$ cat config.mk
export PLATFORM = sky130hd
export DESIGN_NAME = top_n_sorted_score_table_core
export DESIGN_NICKNAME = d
export VERILOG_FILES = /design/src/rtl/nsst_pkg.sv /design/src/rtl/nsst_dp.sv /design/src/rtl/nsst_ctrl.sv /design/src/rtl/top_n_sorted_score_table_core.sv
export VERILOG_INCLUDE_DIRS = /design/src /design/src/rtl
export SDC_FILE = /design/constraint.sdc
export NUM_CORES = 1
export LEC_CHECK = 0
export ABC_CLOCK_PERIOD_IN_PS = 7640
export BUFFER_PORTS_ARGS = -buffer_cell sky130_fd_sc_hd__buf_2
export CAP_MARGIN = 10
export CORE_UTILIZATION = 30
export DETAILED_ROUTE_END_ITERATION = 8
export GPL_ROUTABILITY_DRIVEN = 1
export PLACE_DENSITY = 0.42
export SYNTH_ARGS = -nofsm -noshare
export SYNTH_HDL_FRONTEND = slang
export SYNTH_SLANG_ARGS = --single-unit
$ cat constraint.sdc
create_clock -name clk_i -period 7.64 [get_ports clk_i]
set_input_delay 0.382 -clock clk_i [delete_from_list [all_inputs] [get_ports clk_i]]
set_output_delay 0.382 -clock clk_i [all_outputs]
set_load 0.05 [all_outputs]
$ cat src/rtl/assert_macros.svh
// Assertion macros shared by the score table RTL.
// Included by modules that check their own control logic; no other dependencies.
`ifndef ASSERT_MACROS_SVH
`define ASSERT_MACROS_SVH
`ifndef SYNTHESIS
// Property must hold at every clock edge outside reset.
`define NSST_ASSERT(name, clk, rst_n, prop, msg) \
  name: assert property (@(posedge clk) disable iff (!rst_n) prop) else $error(msg);
// Expression must never be true outside reset.
`define NSST_NEVER(name, clk, rst_n, prop, msg) \
  name: assert property (@(posedge clk) disable iff (!rst_n) !(prop)) else $error(msg);
`else
`define NSST_ASSERT(name, clk, rst_n, prop, msg)
`define NSST_NEVER(name, clk, rst_n, prop, msg)
`endif
`endif

$ cat src/rtl/nsst_pkg.sv
// Types, codes and constants for the sorted score table.
// No dependencies; imported by the controller, datapath and top level.
`default_nettype none

package nsst_pkg;

  // Default configuration
  localparam int TableCountDef   = 2;
  localparam int TableEntriesDef = 8;

  localparam logic [19:0] ScoreMax  = 20'd999999;
  localparam logic [31:0] EmptyName = 32'h454D_5054;  // "EMPT"

  // Opcodes
  localparam logic [1:0] OpInsert = 2'd0;
  localparam logic [1:0] OpQuery  = 2'd1;
  localparam logic [1:0] OpRead   = 2'd2;

  // Read address selects
  localparam logic [2:0] RdPos     = 3'd0;  // base + pos
  localparam logic [2:0] RdPosNext = 3'd1;  // base + pos + 1
  localparam logic [2:0] RdShift   = 3'd2;  // base + k - 1
  localparam logic [2:0] RdShift2  = 3'd3;  // base + k - 2
  localparam logic [2:0] RdIdx     = 3'd4;  // base + entry index
  localparam logic [2:0] RdTop     = 3'd5;  // base

  // Write selects
  localparam logic WrShift = 1'b0;  // entry k <= entry k-1
  localparam logic WrNew   = 1'b1;  // entry pos <= new record

  typedef struct packed {
    logic [1:0]  opcode;
    logic [1:0]  board;
    logic [19:0] score;
    logic [31:0] player_name;
    logic [2:0]  entry_index;
  } nsst_in_t;

  typedef struct packed {
    logic [3:0]  rank;
    logic        bad_board;
    logic [19:0] top_score;
    logic [19:0] entry_score;
    logic [31:0] entry_name;
  } nsst_out_t;

  // Controller to datapath
  typedef struct packed {
    logic       load_item;
    logic       rd_en;
    logic [2:0] rd_sel;
    logic       wr_en;
    logic       wr_sel;
    logic       inc_pos;
    logic       init_k;
    logic       dec_k;
    logic       set_placed;
    logic       cap_top;
    logic       cap_entry;
    logic       load_out;
  } nsst_cmd_t;

  // Datapath to controller
  typedef struct packed {
    logic       bad_board;
    logic [1:0] opcode;
    logic       found;
    logic       pos_last;
    logic       k_gt_next;
    logic       idx_ok;
    logic       out_free;
  } nsst_sts_t;

endpackage

`default_nettype wire

$ cat src/rtl/nsst_dp.sv
// Datapath: item registers, table memory with per-entry valid bits, scan and
// shift counters, result and output registers. Depends on nsst_pkg.
`default_nettype none

module nsst_dp #(
  parameter int TableCount   = nsst_pkg::TableCountDef,
  parameter int TableEntries = nsst_pkg::TableEntriesDef
) (
  input  wire                 clk_i,
  input  wire                 rst_ni,
  input  nsst_pkg::nsst_in_t  in_data_i,
  input  wire                 out_stall_i,
  output logic                out_valid_o,
  output nsst_pkg::nsst_out_t out_data_o,
  input  nsst_pkg::nsst_cmd_t cmd_i,
  output nsst_pkg::nsst_sts_t sts_o
);
  import nsst_pkg::*;

  localparam int Slots = TableCount * TableEntries;
  localparam int AW    = (Slots > 1) ? $clog2(Slots) : 1;
  localparam int PW    = $clog2(TableEntries);

  // Item registers
  logic [1:0]  op_q;
  logic [1:0]  board_q;
  logic [19:0] score_q;
  logic [31:0] name_q;
  logic [2:0]  idx_q;
  logic        bad_q;

  // Scan position and shift index
  logic [PW-1:0] pos_q;
  logic [PW-1:0] k_q;

  // Result registers
  logic        placed_q;
  logic [19:0] top_q;
  logic [19:0] escore_q;
  logic [31:0] ename_q;

  // Table memory
  logic [19:0]    score_mem [Slots];
  logic [31:0]    name_mem  [Slots];
  logic [Slots-1:0] vld_q;
  logic [19:0]    rd_score_q;
  logic [31:0]    rd_name_q;
  logic           rd_vld_q;

  logic [AW-1:0] rd_addr;
  logic [AW-1:0] wr_addr;
  logic [19:0]   wr_score;
  logic [31:0]   wr_name;
  logic [19:0]   eff_score;
  logic [31:0]   eff_name;
  logic [19:0]   score_sat;
  logic          bad_in;

  // Output register
  logic      out_valid_q;
  nsst_out_t out_q;
  logic      out_free;

  // Saturate and range-check the incoming item
  assign score_sat = (in_data_i.score > ScoreMax) ? ScoreMax : in_data_i.score;
  assign bad_in    = int'(in_data_i.board) >= TableCount;

  always_ff @(posedge clk_i) begin
    if (cmd_i.load_item) begin
      op_q    <= in_data_i.opcode;
      board_q <= in_data_i.board;
      score_q <= score_sat;
      name_q  <= in_data_i.player_name;
      idx_q   <= in_data_i.entry_index;
      bad_q   <= bad_in;
    end
  end

  // Counters
  always_ff @(posedge clk_i or negedge rst_ni) begin
    if (!rst_ni) begin
      pos_q <= '0;
      k_q   <= '0;
    end else begin
      if (cmd_i.load_item) begin
        pos_q <= '0;
      end else if (cmd_i.inc_pos) begin
        pos_q <= pos_q + 1'b1;
      end
      if (cmd_i.init_k) begin
        k_q <= PW'(TableEntries - 1);
      end else if (cmd_i.dec_k) begin
        k_q <= k_q - 1'b1;
      end
    end
  end

  // Never-written entries read as the reset value
  assign eff_score = rd_vld_q ? rd_score_q : '0;
  assign eff_name  = rd_vld_q ? rd_name_q  : EmptyName;

  // Address generation
  always_comb begin
    int base;
    base = int'(board_q) * TableEntries;
    case (cmd_i.rd_sel)
      RdPos:     rd_addr = AW'(base + int'(pos_q));
      RdPosNext: rd_addr = AW'(base + int'(pos_q) + 1);
      RdShift:   rd_addr = AW'(base + int'(k_q) - 1);
      RdShift2:  rd_addr = AW'(base + int'(k_q) - 2);
      RdIdx:     rd_addr = AW'(base + int'(idx_q));
      default:   rd_addr = AW'(base);
    endcase
    if (cmd_i.wr_sel == WrNew) begin
      wr_addr  = AW'(base + int'(pos_q));
      wr_score = score_q;
      wr_name  = name_q;
    end else begin
      wr_addr  = AW'(base + int'(k_q));
      wr_score = eff_score;
      wr_name  = eff_name;
    end
  end

  // Memory: one write and one registered read per cycle
  always_ff @(posedge clk_i) begin
    if (cmd_i.wr_en) begin
      score_mem[wr_addr] <= wr_score;
      name_mem[wr_addr]  <= wr_name;
    end
    if (cmd_i.rd_en) begin
      rd_score_q <= score_mem[rd_addr];
      rd_name_q  <= name_mem[rd_addr];
    end
  end

  always_ff @(posedge clk_i or negedge rst_ni) begin
    if (!rst_ni) begin
      vld_q    <= '0;
      rd_vld_q <= 1'b0;
    end else begin
      if (cmd_i.wr_en) begin
        vld_q[wr_addr] <= 1'b1;
      end
      if (cmd_i.rd_en) begin
        rd_vld_q <= vld_q[rd_addr];
      end
    end
  end

  // Result capture
  always_ff @(posedge clk_i) begin
    if (cmd_i.load_item) begin
      placed_q <= 1'b0;
      top_q    <= '0;
      escore_q <= '0;
      ename_q  <= '0;
    end else begin
      if (cmd_i.set_placed) begin
        placed_q <= 1'b1;
      end
      if (cmd_i.cap_top) begin
        top_q <= eff_score;
      end
      if (cmd_i.cap_entry) begin
        escore_q <= eff_score;
        ename_q  <= eff_name;
      end
    end
  end

  // Output register
  assign out_free = !out_valid_q || !out_stall_i;

  always_ff @(posedge clk_i or negedge rst_ni) begin
    if (!rst_ni) begin
      out_valid_q <= 1'b0;
    end else if (cmd_i.load_out) begin
      out_valid_q <= 1'b1;
    end else if (!out_stall_i) begin
      out_valid_q <= 1'b0;
    end
  end

  always_ff @(posedge clk_i) begin
    if (cmd_i.load_out) begin
      out_q.rank        <= placed_q ? 4'(int'(pos_q) + 1) : 4'd0;
      out_q.bad_board   <= bad_q;
      out_q.top_score   <= top_q;
      out_q.entry_score <= escore_q;
      out_q.entry_name  <= ename_q;
    end
  end

  assign out_valid_o = out_valid_q;
  assign out_data_o  = out_q;

  // Status to controller
  assign sts_o.bad_board = bad_q;
  assign sts_o.opcode    = op_q;
  assign sts_o.found     = eff_score <= score_q;
  assign sts_o.pos_last  = int'(pos_q) == TableEntries - 1;
  assign sts_o.k_gt_next = (int'(k_q) - 1) > int'(pos_q);
  assign sts_o.idx_ok    = int'(idx_q) < TableEntries;
  assign sts_o.out_free  = out_free;

endmodule

`default_nettype wire

$ cat src/rtl/nsst_ctrl.sv
// Controller: sequences scan, shift, insert and readback for one item at a
// time. Depends on nsst_pkg and assert_macros.svh.
`default_nettype none
`include "assert_macros.svh"

module nsst_ctrl (
  input  wire                 clk_i,
  input  wire                 rst_ni,
  input  wire                 in_valid_i,
  output logic                in_stall_o,
  input  nsst_pkg::nsst_sts_t sts_i,
  output nsst_pkg::nsst_cmd_t cmd_o
);
  import nsst_pkg::*;

  localparam logic [3:0] SIdle     = 4'd0;
  localparam logic [3:0] SDispatch = 4'd1;
  localparam logic [3:0] SScan     = 4'd2;
  localparam logic [3:0] SShiftRd  = 4'd3;
  localparam logic [3:0] SShiftWr  = 4'd4;
  localparam logic [3:0] SIns      = 4'd5;
  localparam logic [3:0] SEntry    = 4'd6;
  localparam logic [3:0] STopRd    = 4'd7;
  localparam logic [3:0] STop      = 4'd8;
  localparam logic [3:0] SDone     = 4'd9;

  logic [3:0] state_q, state_d;
  nsst_cmd_t  cmd;

  assign in_stall_o = state_q != SIdle;

  // Next state and commands
  always_comb begin
    state_d = state_q;
    cmd     = '0;
    case (state_q)
      SIdle: begin
        if (in_valid_i) begin
          cmd.load_item = 1'b1;
          state_d       = SDispatch;
        end
      end
      SDispatch: begin
        if (sts_i.bad_board) begin
          state_d = SDone;
        end else begin
          case (sts_i.opcode)
            OpInsert, OpQuery: begin
              cmd.rd_en  = 1'b1;
              cmd.rd_sel = RdPos;
              state_d    = SScan;
            end
            OpRead: begin
              if (sts_i.idx_ok) begin
                cmd.rd_en  = 1'b1;
                cmd.rd_sel = RdIdx;
                state_d    = SEntry;
              end else begin
                state_d = STopRd;
              end
            end
            default: state_d = STopRd;
          endcase
        end
      end
      // One entry compared per cycle, next read issued alongside
      SScan: begin
        if (sts_i.found) begin
          cmd.set_placed = 1'b1;
          if (sts_i.opcode == OpInsert) begin
            if (!sts_i.pos_last) begin
              cmd.init_k = 1'b1;
              state_d    = SShiftRd;
            end else begin
              state_d = SIns;
            end
          end else begin
            state_d = STopRd;
          end
        end else if (sts_i.pos_last) begin
          state_d = STopRd;
        end else begin
          cmd.inc_pos = 1'b1;
          cmd.rd_en   = 1'b1;
          cmd.rd_sel  = RdPosNext;
        end
      end
      SShiftRd: begin
        cmd.rd_en  = 1'b1;
        cmd.rd_sel = RdShift;
        state_d    = SShiftWr;
      end
      // Move one entry down per cycle, reading the next one to move
      SShiftWr: begin
        cmd.wr_en  = 1'b1;
        cmd.wr_sel = WrShift;
        if (sts_i.k_gt_next) begin
          cmd.rd_en  = 1'b1;
          cmd.rd_sel = RdShift2;
          cmd.dec_k  = 1'b1;
        end else begin
          state_d = SIns;
        end
      end
      SIns: begin
        cmd.wr_en  = 1'b1;
        cmd.wr_sel = WrNew;
        state_d    = STopRd;
      end
      SEntry: begin
        cmd.cap_entry = 1'b1;
        state_d       = STopRd;
      end
      STopRd: begin
        cmd.rd_en  = 1'b1;
        cmd.rd_sel = RdTop;
        state_d    = STop;
      end
      STop: begin
        cmd.cap_top = 1'b1;
        state_d     = SDone;
      end
      SDone: begin
        if (sts_i.out_free) begin
          cmd.load_out = 1'b1;
          state_d      = SIdle;
        end
      end
      default: state_d = SIdle;
    endcase
  end

  always_ff @(posedge clk_i or negedge rst_ni) begin
    if (!rst_ni) begin
      state_q <= SIdle;
    end else begin
      state_q <= state_d;
    end
  end

  assign cmd_o = cmd;

  // Checks
  `NSST_ASSERT(a_accept_dispatch, clk_i, rst_ni, (in_valid_i && !in_stall_o) |=> (state_q == SDispatch), "accepted item not dispatched")
  `NSST_ASSERT(a_wr_insert_only, clk_i, rst_ni, cmd.wr_en |-> (sts_i.opcode == OpInsert), "table written by non-insert")
  `NSST_NEVER(a_wr_bad_board, clk_i, rst_ni, cmd.wr_en && sts_i.bad_board, "table written for bad board")
  `NSST_ASSERT(a_load_out_free, clk_i, rst_ni, cmd.load_out |-> sts_i.out_free, "output overwritten while held")

endmodule

`default_nettype wire

$ cat src/rtl/top_n_sorted_score_table_core.sv
// One item in flight: the input stalls until the result is loaded into the output register
// (held back while an earlier result is stalled); a new item can be accepted the next cycle.
// A bad board goes straight to the result; other items scan, shift and insert, or read an
// entry, as the opcode asks, then read the top score. One entry compared or moved per cycle
// (one read, one write port). Reset clears control and valid bits; unwritten entries: 0, EMPT.
`default_nettype none

module top_n_sorted_score_table_core #(
  parameter int TableCount   = nsst_pkg::TableCountDef,
  parameter int TableEntries = nsst_pkg::TableEntriesDef
) (
  input  wire                 clk_i,
  input  wire                 rst_ni,
  input  wire                 in_valid_i,
  output logic                in_stall_o,
  input  nsst_pkg::nsst_in_t  in_data_i,
  output logic                out_valid_o,
  input  wire                 out_stall_i,
  output nsst_pkg::nsst_out_t out_data_o
);
  import nsst_pkg::*;

  nsst_cmd_t cmd;
  nsst_sts_t sts;

  nsst_ctrl u_ctrl (
    .clk_i      (clk_i),
    .rst_ni     (rst_ni),
    .in_valid_i (in_valid_i),
    .in_stall_o (in_stall_o),
    .sts_i      (sts),
    .cmd_o      (cmd)
  );

  nsst_dp #(
    .TableCount   (TableCount),
    .TableEntries (TableEntries)
  ) u_dp (
    .clk_i       (clk_i),
    .rst_ni      (rst_ni),
    .in_data_i   (in_data_i),
    .out_stall_i (out_stall_i),
    .out_valid_o (out_valid_o),
    .out_data_o  (out_data_o),
    .cmd_i       (cmd),
    .sts_o       (sts)
  );

endmodule

`default_nettype wire

# After elaboration in Yosys (flattened, before gate mapping)
# Memories as Yosys holds them, arrays and structs flattened. A register that Yosys moved wholly into a read port is not among the register bits.
# Index checks and enable logic that the tools add are counted.
word_totals:
  mem_bits_rw: 832
  ff_bits: 237
  n_memories: 2
  elab_cells: 125
  out_inout_bits: 79
op_classes:
  eq_ne: 21
  order_cmp: 7
  n_reduce_logical: 13
  n_mux: 50
  n_bitwise: 1
  n_addsub: 10
mem_list:
  columns: ["memory", "words", "word_bits", "rd", "rd_ports_with_merged_regs", "write_ports", "line_no", "rtl"]
  rows:
  - ["u_dp.name_mem", 16, 32, 1, 1, 1, "nsst_dp.sv:44", "logic [31:0] name_mem [Slots];"]
  - ["u_dp.score_mem", 16, 20, 1, 1, 1, "nsst_dp.sv:43", "logic [19:0] score_mem [Slots];"]
ops:
  columns: ["operator", "n"]
  rows:
  - ["$mux 32", 2]
  - ["$mux 4", 11]
  - ["$mux 20", 2]
  - ["$pmux 4 s5", 2]
  - ["$pmux 4 s9", 1]
  - ["$gt 32x4->1", 1]
  - ["$gt 20x20->1 const B", 1]
  - ["$le 20x20->1", 1]
  - ["$mux 1", 20]
  - ["$mux 3", 6]
  - ["$eq 4x3->1 const B", 4]
  - ["$or 16x16->16", 1]
  - ["$add 4x3->4", 3]
  - ["$lt 4x5->1 const B", 2]
  - ["$eq 4x2->1 const B", 2]
  - ["$eq 4x4->1 const B", 2]
  - ["$pmux 4 s2", 1]
  - ["$eq 3x1->1 const B", 2]
  - ["$eq 3x2->1 const B", 2]
  - ["$pmux 3 s2", 1]
  - ["$add 3x1->4 const B", 1]
  - ["$add 4x2->4 const B", 1]
  - ["$bmux 1 s4", 1]
  - ["$demux 1 s4", 1]
  - ["26 further kinds", 31]

# Logic depth before layout (Yosys ltp)
# Gate-level depths: netlist (run 1).
depth:
  depth_word: 9
  depth_mapped: 18

# By module
# Synthesis (run 1) repeated with hierarchy kept, for this count alone.
unflattened:
  hier_cells: 3208
  area_unflattened_um2: 44692.9
modules_own_cells:
  columns: ["module", "seq_area_each_um2", "cells_per_inst", "n_inst", "area_per_inst_um2"]
  rows:
  - ["nsst_dp", 32691.4, 3139, 1, 44166.1]
  - ["nsst_ctrl", 100.1, 69, 1, 526.8]

# Worst setup path before layout (run 1)
# No wires, ideal clock.
synth_path:
  path_kind: "register to register"
  start: "register u_ctrl.state_q[0]"
  end: "register u_dp.out_q (netlist bit u_dp.out_data_o[0]), enable pin"
  t_arrival_ns: 4.598
  path_stages_with_launch: 5
  required_time_ns: 7.103
  period_less_slack_ns: 5.136
  setup_slack_ns: 2.504
  setup_time_ns: 0.537
  path_cell_list: "dfrtp_1 buf_2 nor2b_1 nand2_1 a21oi_1"
synth_rtl:
  columns: ["item", "line_no", "rtl"]
  rows:
  - ["start: declaration", "nsst_ctrl.sv:27", "logic [3:0] state_q, state_d;"]
  - ["start signal: assignment", "nsst_ctrl.sv:135", "state_q <= SIdle;"]
  - ["start signal: assignment", "nsst_ctrl.sv:137", "state_q <= state_d;"]
  - ["end: declaration", "nsst_dp.sv:61", "nsst_out_t out_q;"]

# Worst setup path in the final report (run 1)
layout_path:
  start: "register u_dp.rd_vld_q"
  end: "register u_dp.rd_name_q[30], read port of u_dp.name_mem, data pin"
layout_via:
  elab_chain_cells: 6
layout_lines:
  columns: ["item", "line_no", "rtl"]
  rows:
  - ["start: declaration", "nsst_dp.sv:48", "logic rd_vld_q;"]
  - ["start signal: assignment", "nsst_dp.sv:146", "rd_vld_q <= vld_q[rd_addr];"]
  - ["$mux 20 (*)", "nsst_dp.sv:99", "assign eff_score = rd_vld_q ? rd_score_q : '0;"]
  - ["net u_dp.eff_score[7]", "nsst_dp.sv:54", "logic [19:0] eff_score;"]
  - ["$le 20x20->1 (*)", "nsst_dp.sv:201", "assign sts_o.found = eff_score <= score_q;"]
  - ["$mux 4 (*)", "nsst_ctrl.sv:68", "if (sts_i.found) begin"]
  - ["$pmux 4 s5 (*)", "nsst_ctrl.sv:36", "case (state_q)"]
  - ["$eq 3x3->1, or another cell as far along", "nsst_dp.sv:106", "case (cmd_i.rd_sel)"]
  - ["$pmux 4 s5", "nsst_dp.sv:106", null]
  - ["end: declaration", "nsst_dp.sv:47", "logic [31:0] rd_name_q;"]
# The timed path passes the listed nets; every way through them passes the cells marked *.
# A chain may end at the register's enable or synchronous reset.

==> run metrics, run 1 <==
clk_skew=61.0 ps; total track usage=18.1%; DR vias=27,300; RSZ-0062 raised after global routing=false; post-synthesis compound-gate area fraction=5.94%; CTS H-tree lvls=3; largest net degree at the start of global routing=145; initial antenna violation count=5; # DRC=0; Final Cycle Share=74.1%; Critical Path RT=8200 ps; maximum fanout along the worst path=122; power per cell area=441 nW/um^2; GRT overflow=0; WL final=135,000 um; # rows=140; Cells after Synth=3,290; LEAKAGE=0.0178 uW; Switching Share=38.2%; DP HPWL=72,000 um; Clock transition at path regs=60 ps; main combinational cell family by area after synthesis=simple AND/OR/NAND/NOR gates; post-route cell area=51,700 um^2; Adder-Cell Fraction of Synth Area=0.796%; post-synthesis xor/xnor area fraction=0.0597%; Critical Setup Path Class=flip-flop to flip-flop; slew margin rel.=20.4%; switching pwr=8700 uW; Avg Synthesized Cell Area=13.4 um^2; commonest non-fill, non-tap cell in the layout=edfxtp_1; core area=146,000 um^2; Int Power=14,100 uW; outcome=complete, no violations; async set or reset register ratio after synthesis=2.50%; global-route wire length before repair=195,000 um; Flop pwr share=39.5%; Peak VDD IR=379 uV; Die H=385 um; Final Total Pwr=22,800 uW; Resized Gates After CTS=0; Final #Nets=3,575; CP endpoint kind=flip-flop; Fmax achieved=0.177 GHz; multiplexer share of the synthesized area=1.91%; commonest cells after routing, fill and taps aside=edfxtp_1 (1,020), nand2_1 (867), nand3_1 (350), buf_2 (141), clkbuf_16 (125); IO Pins=142; CTS tree=built; register area share after synthesis=74.5%; later-pin clock latency in the skew report=750 ps; Initial Util=30.2%; wire length per cell=24.5 um; post-synth net total=3,381; CTS Root Cell=clkbuf_16; post-route minimum period=5660 ps; vias in the first global route=27,000; Cell Area, Placed=47,100 um^2; layout cells sized above 1=13.5%; Hold Path Class=primary input to flip-flop; Layout area overhead=17.4%; Hold Vio Cnt, Final=0; DR pass1 iterations=6; clock network fraction of total power=25.5%; Synth cell types=65; Post-DRT Antenna Nets=0; PortBufs=141; Post-synth EDFFs=1,020; CP Data Arrival Time=6220 ps; TritonCTS Buffers=120; Hold-fix buffers, CTS=58; clk sinks=1,121; synthesized area=44,000 um^2; global placement routability congestion=0.744; n_diodes=0; actual slew at the worst max-slew pin=1190 ps; Final TNS setup=0 ps; Synth warnings=0; Longest Clk Path Bufs=3; Die Wd=385 um; combinational share of power=35.0%; die footprint=148,000 um^2; Final Setup Violations=0; max cap viols=0; simple-gate portion of the synthesized area=14.4%; Slew Viols, Final=0; top_reg_cell synth=edfxtp_1; CP Launch Type=flip-flop; vias per cell=4.96; Seq cells post-synth=1,121; setup bufs post-CTS=0; drt initial violations=2,280
[registers in the layout, indices dropped and copies added (netlist names), 32 cells and up]
signal / cells
u_dp.score_mem: 320
u_dp.ename_q: 32
u_dp.out_data_o: 77
u_dp.name_q: 32
u_dp.name_mem: 512
u_dp.rd_name_q: 32
[power groups by stage]
stage | Sequential, uW | Clock (uW) | Combinational (uW)
finish | 9020 | 5810 | 7990
global route | 9090 | 6170 | 8820
CTS | 9020 | 5950 | 8140
detailed placement | 9130 | 0 | 8100
global placement | 9150 | 0 | 8060
floorplan | 9100 | 0 | 5100
[path summary, 6_finish.rpt]
check                      cells after the start              from  slack, ps                  end
max                                           15     u_dp.rd_vld_q       1980   u_dp.rd_name_q[30]
min                                            2     in_data_i[43]         70      u_dp.score_q[8]
max reg2reg                                   15     u_dp.rd_vld_q       1980   u_dp.rd_name_q[30]
min reg2reg                                    0  u_dp.ename_q[22]        430  u_dp.out_data_o[22]
max in group asynchronous                      2            rst_ni       6850        u_dp.rd_vld_q
min in group asynchronous                      2            rst_ni        260        u_dp.rd_vld_q
[area by class of cell]
cell class | instances | area, um^2
multi-input combinational | 1923 | 10400
timing repair buffer | 289 | 2060
tap | 1917 | 2400
sequential | 1121 | 32800
clock buffer | 176 | 3490
clock inverter | 52 | 452
fill | 14200 | 93900
inverter | 29 | 109
[Yosys cell counts, types with 40 or more instances]
cell type | n | area share [%]
nor2_1 | 71 | 0.61
and3_1 | 55 | 0.78
nand3_1 | 351 | 4.0
nand2_1 | 869 | 7.4
edfxtp_1 | 1020 | 70
mux2i_1 | 49 | 1.1
a311oi_1 | 64 | 1.3
dfxtp_1 | 73 | 3.3
buf_2 | 81 | 0.92
o221ai_1 | 40 | 0.80
a21oi_1 | 100 | 1.1
a211oi_1 | 64 | 1.1
a31oi_1 | 42 | 0.60
clkbuf_1 | 112 | 0.96
[metal layers]
metal	vias to the layer above	track usage, %	wire length (um)
li1	12500	-	-
met1	14000	26.6	65200
met2	669	27.9	60600
met3	168	2.84	6330
met4	0	4.09	2690
met5	-	0	0
[cell families (layout without fill, tap and decap cells)]
logic type / count (synthesis) / in the layout
mux: 65 / 65
simple gates: 1454 / 1454
compound gates: 373 / 373
flops: 1121 / 1121
xor+xnor: 3 / 3
buf+inv: 246 / 546
fa+ha+maj: 28 / 28
[critical path, stage by stage, from the launching register on]
cell and delay (ps):
dfrtp_4 530, buf_4 400, and2_1 290, ha_1 280, a21oi_1 150, o21ai_0 100, a2111oi_0 610, nand3b_1 240
a31oi_4 310, buf_4 710, and2_4 410, buf_12 440, nand2_1 130, a311oi_1 320, a31oi_1 90, o221ai_1 220
[per-stage QoR]
stage	hold WS (ps)	util [%]	setup WS [ps]	cells
finish	73.7	35.5	1980	5507
global route	37.9	35.5	1560	5507
CTS	6.51	35.5	1950	5505
detailed placement	416	32.4	1960	5219
global placement	411	32.4	2040	5219
floorplan	86.4	-	2500	3290
(Power assumes the default switching activity.)
==> run 2, diff against run 1 <==
Settings changed: ABC_CLOCK_PERIOD_IN_PS 7640 to 5500.
Clock period 7.64 ns to 5.5 ns, I/O delays scaled along.
==> run 2 against run 1 <==
  * Clock skew fell by 9.9 ps
  * Final area rose by 0.94%
  * Core utilization up 0.34 points
  * First-iteration DRC count is 5.9% lower
  * Global-route usage barely moved
  * Clock power up 42%
  * Wire length increased by 0.23%
  * Clock-buffer cell count shrank 11
  * Sequential share of layout area decreased by 0.59 points
  * Die area is the same
  * Non-clock buffer count up 20
  * Critical path type unchanged
  * Critical endpoint is now u_dp.rd_name_q[19]
==> run metrics, run 2 (synthesized netlist as in run 1, its figures left out) <==
power per cell area=618 nW/um^2; WL met2=60,700 um; wire length per cell=24.4 um; LEAKAGE=0.0180 uW; actual slew at the worst max-slew pin=1240 ps; Hold Vio Cnt, Final=0; IO Pins=142; CP delay by family, top=simple AND/OR/NAND/NOR gates; Longest Clk Path Bufs=3; Critical Setup Path Class=flip-flop to flip-flop; Resized Gates After CTS=0; CTS tree=built; WL final=135,000 um; global-route wire length before repair=194,000 um; total track usage=18.0%; cells along the critical path=and2_1 > ha_1 > nand4_2 > or4_1 > nor3_2 > or2b_2 > nor2_4 > a41oi_1 > mux2i_4 > buf_4 > and2_2 > buf_4 > nand3_1 > o221ai_1; CP endpoint kind=flip-flop; Peak VDD IR=683 uV; clk sinks=1,121; Final WS setup=606 ps; Post-DRT Antenna Nets=0; CP Launch Type=flip-flop; Worst path max stage delay=620 ps; Critical Path RT=6060 ps; layout cells sized above 1=13.9%; fin util=35.8%; commonest cells after routing, fill and taps aside=edfxtp_1 (1,020), nand2_1 (867), nand3_1 (350), buf_2 (141), clkbuf_16 (124); CTS H-tree lvls=3; core area=146,000 um^2; max cap viols=0; n_diodes=0; Slew Viols, Final=0; Clock transition at path regs=70 ps; commonest non-fill, non-tap cell in the layout=edfxtp_1; Final Total Pwr=32,200 uW; die footprint=148,000 um^2; Critical Path Stages=14; Die Wd=385 um; fillers=14,000; drt initial violations=2,145; DR pass1 iterations=7; CP Data Arrival Time=5450 ps; Fmax achieved=0.204 GHz; Die H=385 um; Top reg by flops=u_dp.name_mem; global placement routability congestion=0.790; largest net degree at the start of global routing=103; GRT overflow=0; Worst R2R Path Depth=14; Max stage delay cell, worst path=dfrtp_4; RSZ-0062 raised after global routing=false; slew margin rel.=17.6%; # DRC=0; post-route cell area=52,200 um^2; met1 WL=64,700 um; Final Setup Violations=0; vias in the first global route=26,900; cell repeated most along the worst path=buf_4; outcome=complete, no violations; CTS Root Cell=clkbuf_16; # rows=140; Hold Path Class=primary input to asynchronous set/reset pin; Initial Util=30.2%; max reg flops=512; Critical path buffers and inverters=2; maximum fanout along the worst path=25; initial antenna violation count=7; later-pin clock latency in the skew report=770 ps; Cell Area, Placed=47,500 um^2; DR vias=27,400; vias per cell=4.96; met3 wire length=6690 um; Final TNS setup=0 ps; pre-CTS WS=639 ps; Final #Nets=3,595; PortBufs=141; highest metal used=met4; post-route minimum period=4890 ps; Layout area overhead=18.5%; clk_skew=51.1 ps; TritonCTS Buffers=120; Final Cycle Share=89.0%; DP HPWL=72,400 um
run 2: cell types whose count changed in the layout (fill, tap and decap cells not counted), sizes merged:
cell / change
clkbuf: -11
clkinv: +12
buf: +16
clkinvlp: +2
bufinv: +4
dlygate4sd3: +4
inv: -5
run 2: layout make-up:
class / count / area (um^2) / area share (%)
sequential: 1121 / 32800 / 62.9
multi-input combinational: 1923 / 10400 / 19.9
clock buffer: 165 / 3430 / 6.57
timing repair buffer: 309 / 2450 / 4.69
tap: 1917 / 2400 / 4.60
clock inverter: 65 / 617 / 1.18
inverter: 29 / 109 / 0.209
run 2: through the flow:
| stage | instances | hold slack (ps) |
|---|---|---|
| CTS | 5528 | 108 |
| floorplan | 3290 | -20.6 |
| finish | 5529 | 148 |
| global route | 5529 | 191 |
| detailed placement | 5236 | 394 |
| global placement | 5235 | 395 |
run 2: final timing paths:
check                                  start                   to  slack [ps]
setup / recovery               u_dp.rd_vld_q   u_dp.rd_name_q[19]         610
hold / removal                        rst_ni          u_dp.k_q[0]         150
setup reg to reg               u_dp.rd_vld_q   u_dp.rd_name_q[19]         610
hold reg to reg            u_dp.escore_q[14]  u_dp.out_data_o[46]         430
max in group asynchronous             rst_ni        u_dp.rd_vld_q        4760
min in group clk_i              in_data_i[8]       u_dp.name_q[5]         220
run 2: layer usage:
layer  vias up  global-route usage, %
li1      12600                      -
met1     14000                   26.2
met2       705                   27.9
met3       186                   2.84
met4         0                   4.67
met5         -                      0
run 2: power by group:
| part | switching [uW] | internal, uW |
|---|---|---|
| clock | 3500 | 4740 |
| combinational | 8120 | 3290 |
| sequential | 644 | 12000 |
run 2: repair_timing:
action | CTS | global route
endpoints found under the hold margin | 95 | 0
hold buffers | 62 | 0
buffers inserted | 0 | 0
==> run 3, diff against run 2 <==
Settings changed: ABC_CLOCK_PERIOD_IN_PS 5500 to 4700.
Clock period 5.5 ns to 4.7 ns, I/O delays scaled along.
==> run 3 against run 2 <==
  * Worst hold slack worse by 35 ps
  * Global-route usage up 0.066 points
  * Combinational power increased by 23%
  * Final area rose by 1.7%
  * First-iteration DRC count is 1.5% lower
  * Register-to-register slack worse by 320 ps
  * Sequential power increased by 16%
  * Largest cell class unchanged
==> run metrics, run 3 (synthesized netlist as in run 1, its figures left out) <==
# DRC=0; wire length per cell=24.1 um; Worst path max stage delay=590 ps; fillers=14,000; RSZ-0062 raised after global routing=false; LEAKAGE=0.0184 uW; CTS tree=built; Peak VDD IR=430 uV; Inst Count DP=5,275; cells along the critical path=and2_1 > ha_1 > nand4_2 > or4_1 > nor3_2 > nor3_1 > a31oi_4 > nand2_8 > buf_4 > a211oi_1 > a311oi_1 > a311oi_1 > a21oi_1; clk sinks=1,121; Die H=385 um; Post-DRT Antenna Nets=0; die footprint=148,000 um^2; vias in the first global route=27,400; Hold Vio Cnt, Final=0; CP Launch Type=flip-flop; Fmax achieved=0.226 GHz; Worst R2R Path Depth=13; Longest Clk Path Bufs=3; Layout area overhead=20.5%; outcome=complete, no violations; CTS H-tree lvls=4; maximum fanout along the worst path=20; PortBufs=141; TritonCTS Buffers=130; # rows=140; post-route minimum period=4420 ps; initial antenna violation count=6; global-route wire length before repair=195,000 um; max reg flops=512; n_diodes=0; Die Wd=385 um; Clock transition at path regs=60 ps; Final Setup Violations=0; actual slew at the worst max-slew pin=1210 ps; max cap viols=0; global placement routability congestion=0.760; Final #Nets=3,652; commonest cells after routing, fill and taps aside=edfxtp_1 (1,020), nand2_1 (867), nand3_1 (350), buf_2 (141), clkbuf_16 (134); Top reg by flops=u_dp.name_mem; drt initial violations=2,113; vias per cell=4.94; layout cells sized above 1=14.8%; Final Cycle Share=93.9%; CTS Root Cell=clkbuf_16; Hold Path Class=primary input to asynchronous set/reset pin; slew margin rel.=19.5%; cell repeated most along the worst path=a311oi_1; Max stage delay cell, worst path=or4_1; commonest non-fill, non-tap cell in the layout=edfxtp_1; Critical Path RT=5170 ps; Initial Util=30.2%; CP endpoint kind=flip-flop; DR pass1 iterations=7; later-pin clock latency in the skew report=760 ps; DR vias=27,600; DP HPWL=74,400 um; core area=146,000 um^2; CP Data Arrival Time=4890 ps; power per cell area=727 nW/um^2; clk_skew=34.1 ps; total track usage=18.1%; WL final=135,000 um; GRT overflow=0; IO Pins=142; Final Total Pwr=38,600 uW; Slew Viols, Final=0; Cell Count, Final, Fillers Out=5,585; Critical Setup Path Class=flip-flop to flip-flop; largest net degree at the start of global routing=67
## run 3: cell count changes in the layout (fill, tap and decap cells not counted), moves of 2 or more
cell        previous run  this run
clkinv_2              19         9
clkbuf_8              17         9
a2111oi_1              0         2
a2111oi_0              2         0
buf_6                  0         2
clkinv_8               0         5
clkinv_16              3         0
clkbuf_16            124       134
clkbuf_1              24        42
inv_6                  1         8
buf_12                26        58
clkinvlp_4             7         1
buf_4                 80        92
## run 3: through the flow
| step | TNS, ps | util (%) | area [um^2] | hold slack, ps | setup slack (ps) |
|---|---|---|---|---|---|
| after floorplan | 0 | - | 44000 | -60.6 | 433 |
| after detailed placement | -67.4 | 33.1 | 48200 | 330 | -67.4 |
| after global placement | -77.3 | 33.1 | 48200 | 345 | -77.3 |
| after global routing | 0 | 36.4 | 53000 | 146 | 13.0 |
| final | 0 | 36.4 | 53000 | 113 | 284 |
| after CTS | 0 | 36.4 | 53000 | 71.1 | 36.9 |
## run 3: worst paths after layout
| path | from | endpoint | slack [ps] |
|---|---|---|---|
| hold / removal | rst_ni | u_dp.k_q[0] | 110 |
| setup / recovery | u_dp.rd_vld_q | u_dp.rd_score_q[5] | 280 |
| max in group asynchronous | rst_ni | u_dp.rd_vld_q | 4010 |
| min in group clk_i | in_data_i[0] | u_dp.idx_q[0] | 190 |
| hold reg to reg | u_dp.ename_q[4] | u_dp.out_data_o[4] | 430 |
| setup reg to reg | u_dp.rd_vld_q | u_dp.rd_score_q[5] | 280 |
## run 3: worst max-delay path: cells and delay by family (launching register included)
family                     cells  cell delay, ps
and+or+nand+nor                6            1630
buffers and inverters          1             270
AOI/OAI and AO/OA              5            1340
adders and majority gates      1             320
DFF                            1             570
## run 3: cell type report
class / count / area, um^2 / area share (%)
clock buffer: 185 / 3630 / 6.85
clock inverter: 54 / 520 / 0.981
inverter: 29 / 109 / 0.205
multi-input combinational: 1924 / 10400 / 19.6
sequential: 1121 / 32800 / 61.8
tap: 1917 / 2400 / 4.52
timing repair buffer: 355 / 3200 / 6.03
## run 3: layer usage
metal	up-vias	global-route usage (%)	share of wire, %
li1	12700	-	-
met1	14100	26.1	48
met2	664	28.3	45
met3	158	2.92	4.7
met4	0	4.54	2.0
met5	-	0	0
## run 3: power by group
group          total (uW)  switching (uW)  internal (uW)
registers           14600             654          14000
clock network        9940            4140           5800
logic               14000            9590           4410
## run 3: what timing repair did
action	in CTS	in global routing
setup buffers	3	2
setup endpoints to repair	1	46
pin swaps	0	2
hold buffers	62	0
gates cloned	1	0
endpoints found under the hold margin	90	0
gates resized for setup	0	6
